<file path="config.mk">
export PLATFORM = sky130hd
export DESIGN_NAME = plc_divider
export DESIGN_NICKNAME = d
export VERILOG_FILES = /design/src/rtl/plc_pkg.sv /design/src/rtl/plc_divider.sv
export SDC_FILE = /design/constraint.sdc
export NUM_CORES = 2
export LEC_CHECK = 0
export BUFFER_PORTS_ARGS = -buffer_cell sky130_fd_sc_hd__clkbuf_2
export CAP_MARGIN = 20
export CORE_MARGIN = 4
export CORE_UTILIZATION = 50
export CTS_CLUSTER_SIZE = 8
export DETAILED_ROUTE_END_ITERATION = 12
export GPL_ROUTABILITY_DRIVEN = 0
export GPL_TIMING_DRIVEN = 0
export PLACE_DENSITY = 0.65
export SYNTH_ARGS = -nofsm -noshare
export SYNTH_HDL_FRONTEND = slang
export SYNTH_SLANG_ARGS = --single-unit
</file>
<file path="constraint.sdc">
create_clock -name clk -period 4.9 [get_ports clk]
set_input_delay 0.49 -clock clk [delete_from_list [all_inputs] [get_ports clk]]
set_output_delay 0.49 -clock clk [all_outputs]
set_load 0.03 [all_outputs]
</file>
<file path="src/rtl/plc_pkg.sv">
`timescale 1ns / 1ps
// ----------------------------------------------------------------------------
// plc_pkg: shared types and constants
// Word layouts and fixed-point constants for the piecewise-linear calibrator.
// ----------------------------------------------------------------------------
package plc_pkg;

	localparam int unsigned DATA_W = 32;
	// Quotient bits: the fraction lies in (0, 5.0] Q16.16, at most 327680.
	localparam int unsigned QUO_W = 19;
	// One segment step, 5.0 in Q16.16.
	localparam logic [DATA_W-1:0] STEP_Q16 = 32'd327680;

	typedef enum logic {
		MODE_LOAD    = 1'b0,
		MODE_CONVERT = 1'b1
	} plc_mode_t;

	// Side data that travels with a reading through the divider.
	typedef struct packed {
		logic              hit;
		logic [2:0]        seg;
		logic [DATA_W-1:0] raw;
		logic [DATA_W-1:0] base;
	} plc_tag_t;

endpackage

</file>
<file path="src/rtl/plc_divider.sv">
`timescale 1ns / 1ps
// ----------------------------------------------------------------------------
// plc_divider: pipelined restoring divider
// Compute (off * 5 * 65536) / wid for off <= wid, one quotient bit a stage.
// ----------------------------------------------------------------------------
module plc_divider (
	input  logic                   clk,
	input  logic                   arst_n,
	input  logic                   en,
	input  logic                   in_valid,
	input  logic [31:0]            off,
	input  logic [31:0]            wid,
	input  plc_pkg::plc_tag_t      in_tag,
	output logic                   out_valid,
	output logic [plc_pkg::QUO_W-1:0] quo,
	output plc_pkg::plc_tag_t      out_tag
);
	import plc_pkg::*;

	logic              vld_s [0:QUO_W];
	logic [31:0]       rem_s [0:QUO_W];
	logic [31:0]       wid_s [0:QUO_W];
	logic [2:0]        mlo_s [0:QUO_W];
	logic [QUO_W-1:0]  quo_s [0:QUO_W];
	plc_tag_t          tag_s [0:QUO_W];
	logic [34:0]       m5;

	// off * 5; its top 32 bits start the remainder, low 3 bits shift in later
	assign m5 = {3'b000, off} + {1'b0, off, 2'b00};

	always_ff @(posedge clk or negedge arst_n) begin
		if (!arst_n) begin
			vld_s[0] <= 1'b0;
		end else if (en) begin
			vld_s[0] <= in_valid;
		end
	end

	always_ff @(posedge clk) begin
		if (en) begin
			rem_s[0] <= m5[34:3];
			wid_s[0] <= wid;
			mlo_s[0] <= m5[2:0];
			quo_s[0] <= '0;
			tag_s[0] <= in_tag;
		end
	end

	for (genvar i = 0; i < QUO_W; i++) begin : g_step
		localparam int J = QUO_W - 1 - i;
		logic        nbit;
		logic [32:0] cand;
		logic [32:0] diff;
		logic        ge;

		if (J >= 16) begin : g_mbit
			assign nbit = mlo_s[i][J-16];
		end else begin : g_zbit
			assign nbit = 1'b0;
		end

		assign cand = {rem_s[i], nbit};
		assign diff = cand - {1'b0, wid_s[i]};
		assign ge   = (cand >= {1'b0, wid_s[i]});

		always_ff @(posedge clk or negedge arst_n) begin
			if (!arst_n) begin
				vld_s[i+1] <= 1'b0;
			end else if (en) begin
				vld_s[i+1] <= vld_s[i];
			end
		end

		always_ff @(posedge clk) begin
			if (en) begin
				rem_s[i+1] <= ge ? diff[31:0] : cand[31:0];
				wid_s[i+1] <= wid_s[i];
				mlo_s[i+1] <= mlo_s[i];
				quo_s[i+1] <= {quo_s[i][QUO_W-2:0], ge};
				tag_s[i+1] <= tag_s[i];
			end
		end
	end

	assign out_valid = vld_s[QUO_W];
	assign quo       = quo_s[QUO_W];
	assign out_tag   = tag_s[QUO_W];

endmodule

</file>
== Word-level counts from Yosys, hierarchy flattened ==
Memories as Yosys holds them, arrays and structs flattened.
Index checks and enable logic that the tools add are counted.
Word-level totals
  output and inout port bits: 88
  RAM bits: 3080
  register bits after elaboration: 20
  memories: 5
  logic and storage cells: 85
Cells by class
  add/sub/neg operators: 20
  multiplexer cells: 21
  $lt $le $gt $ge: 19
Memories
  tag_s: words 20, width 68, read ports 20, clocked after memory_dff 0, wr ports 20, RTL line plc_divider.sv:25  | plc_tag_t tag_s [0:QUO_W];
  rem_s: words 20, width 32, read ports 19, clocked after memory_dff 0, wr ports 20, RTL line plc_divider.sv:21  | logic [31:0] rem_s [0:QUO_W];
  wid_s: words 20, width 32, read ports 19, clocked after memory_dff 0, wr ports 20, RTL line plc_divider.sv:22  | logic [31:0] wid_s [0:QUO_W];
  quo_s: words 20, width 19, read ports 20, clocked after memory_dff 0, wr ports 20, RTL line plc_divider.sv:24  | logic [QUO_W-1:0] quo_s [0:QUO_W];
  mlo_s: words 20, width 3, read ports 19, clocked after memory_dff 0, wr ports 20, RTL line plc_divider.sv:23  | logic [2:0] mlo_s [0:QUO_W];
Operator list (number)
  $ge A33 B32 Y1: 19
  $mux W32: 19
  $sub A32 B32 Y32: 19
  $add A32 B34 Y35: 1
  $mux W1: 2

== Longest topological paths before layout ==
An unclocked memory read counts as a cell.
  word-level depth: 3
  gate-level depth with buffers: 15
  gate-level depth less buffers: 13

== Least setup slack after synthesis ==
OpenSTA, ideal clock, no wires.
  kind: register to register
  from: memory wid_s[12][1]
  to: memory rem_s[13][10], data pin
  setup slack: 1.387 ns
  cell stages (with the launch flop): 15
  library setup time: 0.260 ns
  arrival: 3.253 ns
  cells stage by stage: edfxtp_1 -> inv_1 -> ha_1 -> nor2b_1 -> o31a_1 -> o311ai_2 -> a21oi_2 -> a31oi_4 -> o21ai_2 -> a211o_1 -> a211o_1 -> a211o_1 -> buf_6 -> buf_6 -> mux2_4
RTL lines (RTL line)
  start: declaration: plc_divider.sv:22
  end: declaration: plc_divider.sv:21

==> impl_metrics.py <==
metrics = {
    "outcome": {
        "outcome": "complete, no violations",
    },
    "route": {
        "post-route-drc-count": 0,
        "drt_iter0_markers": 4958,
        "drt-vias-per-instance": 5.483,
        "wl_mm": 236.6,
        "drt_pass1_iterations": 9,
        "routed_wl_per_cell_um": 18.27,
        "final_antenna_net_count": 0,
        "vias": 71030,
    },
    "timing": {
        "report.final.hold_viol_count": 0,
        "worstMarginPinSlew_ns": 0.9986,
        "final-max-slew-violation-count": 0,
        "max_freq_ghz": 0.2123,
        "fin_worst_skew_ns": 0.1071,
        "fin_worst_hold_slack_ns": 0.08614,
        "min_cycle_time_layout_ns": 4.711,
        "unrepaired_setup_endpoints_after_global_routing": "no",
        "final_critical_path_setup_slack_ns": 0.1887,
        "period_share_pct": 96.15,
        "max_slew_margin_pct": 32.55,
        "setup_violations": 0,
    },
    "synthesis": {
        "yosys_warnings": 0,
        "post-synth-top-area-fraction_pct": 67.03,
        "synthesis.instances": 8821,
        "postSynthAreaPerCell_um2": 14.08,
        "synth_fp_nets": 9613,
        "netlist-cell-type-count": 93,
        "synthArstFlopShare_pct": 0.7163,
        "ys_seq_area_share_pct": 67.44,
        "synth.cells.most_frequent": "edfxtp_1 (2772), inv_1 (753), ha_1 (637)",
        "syn-cell-area_um2": 124200,
        "synth_seq_cells": 2792,
        "most_repeated_cell_in_the_gate_level_netlist_after_synthesis": "edfxtp_1",
        "synth_top_area_cell": "edfxtp_1",
        "synth_top_cells_by_area": "edfxtp_1 (67%), ha_1 (6.4%), a21oi_1 (2.3%)",
        "count_of_flip_flops_with_a_built_in_enable_after_synthesis": 2772,
        "commonest_register_cell_after_synthesis": "edfxtp_1",
    },
    "floorplan": {
        "chipHeight_um": 506.4,
        "fp.dieArea_um2": 256400,
        "starting_density_pct": 50.35,
        "count_of_pins_on_the_block_boundary": 224,
        "dieWidth_um": 506.4,
        "core.rowCount": 182,
        "core_region_area_um2": 246600,
    },
    "finish": {
        "layout-area-overhead-vs-synth_pct": 14.22,
        "nFillCells": 18840,
        "finalNetCount": 10390,
        "post_layout_nonfiller_instances": 12960,
        "layout-drive-gt1-share_pct": 9.562,
        "post-route-cell-area_um2": 141800,
        "post-route-util_pct": 57.51,
    },
    "pwr": {
        "p_per_area_nw_per_um2": 616.3,
        "static-leakage-power_uw": 0.05530,
        "ir_drop_v": 0.0003837,
    },
    "setup_path": {
        "reg2reg_depth": 11,
        "r2r_slack_ns": 0.19,
        "sort_of_element_at_the_end_of_the_critical_path": "flip-flop",
        "worst-endpoint-arrival_ns": 5.36,
        "critical_path.reg2reg.endpoint": "rem_s[17][4]",
        "worst_r2r_startpoint": "rem_s[16][1]",
        "crit_required_ns": 5.55,
        "largest_fanout_on_the_critical_path": 10,
        "start_kind": "flip-flop",
        "timing_worst_setup_path_type": "reg2reg",
    },
    "placement": {
        "post_place_cells": 12390,
        "buffer_ports.inserted": 223,
        "dp.final_hpwl_mm": 168.7,
        "dpl-instance-area_um2": 130200,
        "place_worst_setup_slack_ns": -0.2435,
    },
    "clock_tree": {
        "cts_max_path_buffers": 4,
        "cts-buffers-inserted": 400,
        "clk_pin_slew_ns": 0.05,
        "cts.sink_count": 2792,
        "htree_num_levels": 5,
        "cts_tree": "yes",
        "cts_setup_buffers": 0,
        "insertion_delay_ns": 0.96,
        "cts_root_buffer": "clkbuf_16",
    },
    "min_path": {
        "min_path_type": "in2async",
    },
    "global_routing": {
        "grt.overflow.total": 0,
        "antenna_found_initial": 1,
        "global_route.usage.total_pct": 18.25,
        "first_global_vias": 73840,
        "grt_pass1_wl_mm": 377.4,
        "grt_start_max_net_pins": 125,
    },
    "run": {
        "drv_cap": 0,
    },
}
cell families after synthesis:
family,share of synthesized area (%)
mux,2.864
simple gates,6.086
buf+inv,3.361
fa+ha+maj,6.725
xor+xnor,3.498
compound gates,10.03
flops,67.44
power by group:
| part | leakage [µW] | total (µW) | switching [µW] | internal, µW |
|---|---|---|---|---|
| Clock | 0.00509 | 23300 | 8960 | 14400 |
| Sequential | 0.0274 | 34100 | 1990 | 32100 |
| Combinational | 0.0228 | 30000 | 17500 | 12500 |
| Total | 0.0553 | 87400 | 28500 | 58900 |
critical path, cell delays in order (launching register included):
cell and delay [ns]:
edfxtp_1 0.40, ha_1 0.38, o21ai_1 0.15, a21oi_1 0.08
o31a_1 0.34, o41ai_2 0.53, a31oi_1 0.23, o221ai_1 0.52
a2111oi_0 0.23, nor4_2 0.71, buf_2 0.45, mux2_1 0.39
final cells by class:
class,instances,area [µm²],share of cell area [%]
plain buffers,241,1305,0.9201
repair buffers,379,3103,2.188
flip-flops and latches,2792,83740,59.04
well taps,3312,4144,2.922
diodes,1,2.502,0.001764
clock inverters,17,205.2,0.1447
clock buffers,427,10170,7.174
multi-input cells,5023,36300,25.59
inverters,763,2864,2.019
metrics by stage:
step           TNS (ns)  total power, µW
2_1_floorplan         0            55650
3_3_place_gp          -            64140
3_5_place_dp     -9.576            63850
4_1_cts               0            87920
5_1_grt               0            92640
6_report              0            87410
registers in the layout, summed over array words and instances (netlist names):
register   cells
rem_s        608
vld_s         19
tag_s       1360
quo_s        190
out_valid      1
wid_s        608
mlo_s          6
worst max path at each step:
| stage | start | to | slack (ns) | depth (start not counted) |
|---|---|---|---|---|
| after floorplan | wid_s[12][1] | rem_s[13][10] | 1.39 | 14 |
| after global placement | en | tag_s[4][203] | -44.57 | 1 |
| after detailed placement | rem_s[3][8] | rem_s[4][27] | -0.24 | 13 |
| after CTS | rem_s[3][8] | rem_s[4][17] | 0.02 | 13 |
| after global routing | rem_s[16][1] | rem_s[17][29] | 0.01 | 11 |
| final | rem_s[16][1] | rem_s[17][4] | 0.19 | 11 |
per-layer routing:
metal  part of all wire [%]  track usage (%)  wire length [µm]
met5                      0                0                 0
met1                     36            18.50             84860
met4                    6.4            11.07             15260
met3                    4.3            3.379             10290
met2                     53            34.49            126200
cells in the final DEF (no fill, tap or decap), types with 218 or more instances in the layout:
cell,Yosys,final
edfxtp_1,2772,2772
a21o_1,308,308
o21ai_1,290,290
nor2_1,359,359
clkbuf_2,0,224
inv_1,753,753
a21oi_1,566,566
nand2_1,514,514
mux2_1,218,218
clkbuf_16,0,403
xnor2_1,302,302
ha_1,637,637
what timing repair did:
item,CTS,global route
hold endpoints to repair,178,0
setup endpoints to repair,54,22
hold buffers,120,0
resized for setup,3,4
pin swaps,0,0
gates cloned,0,0
Power figures use the tool's default switching activity.
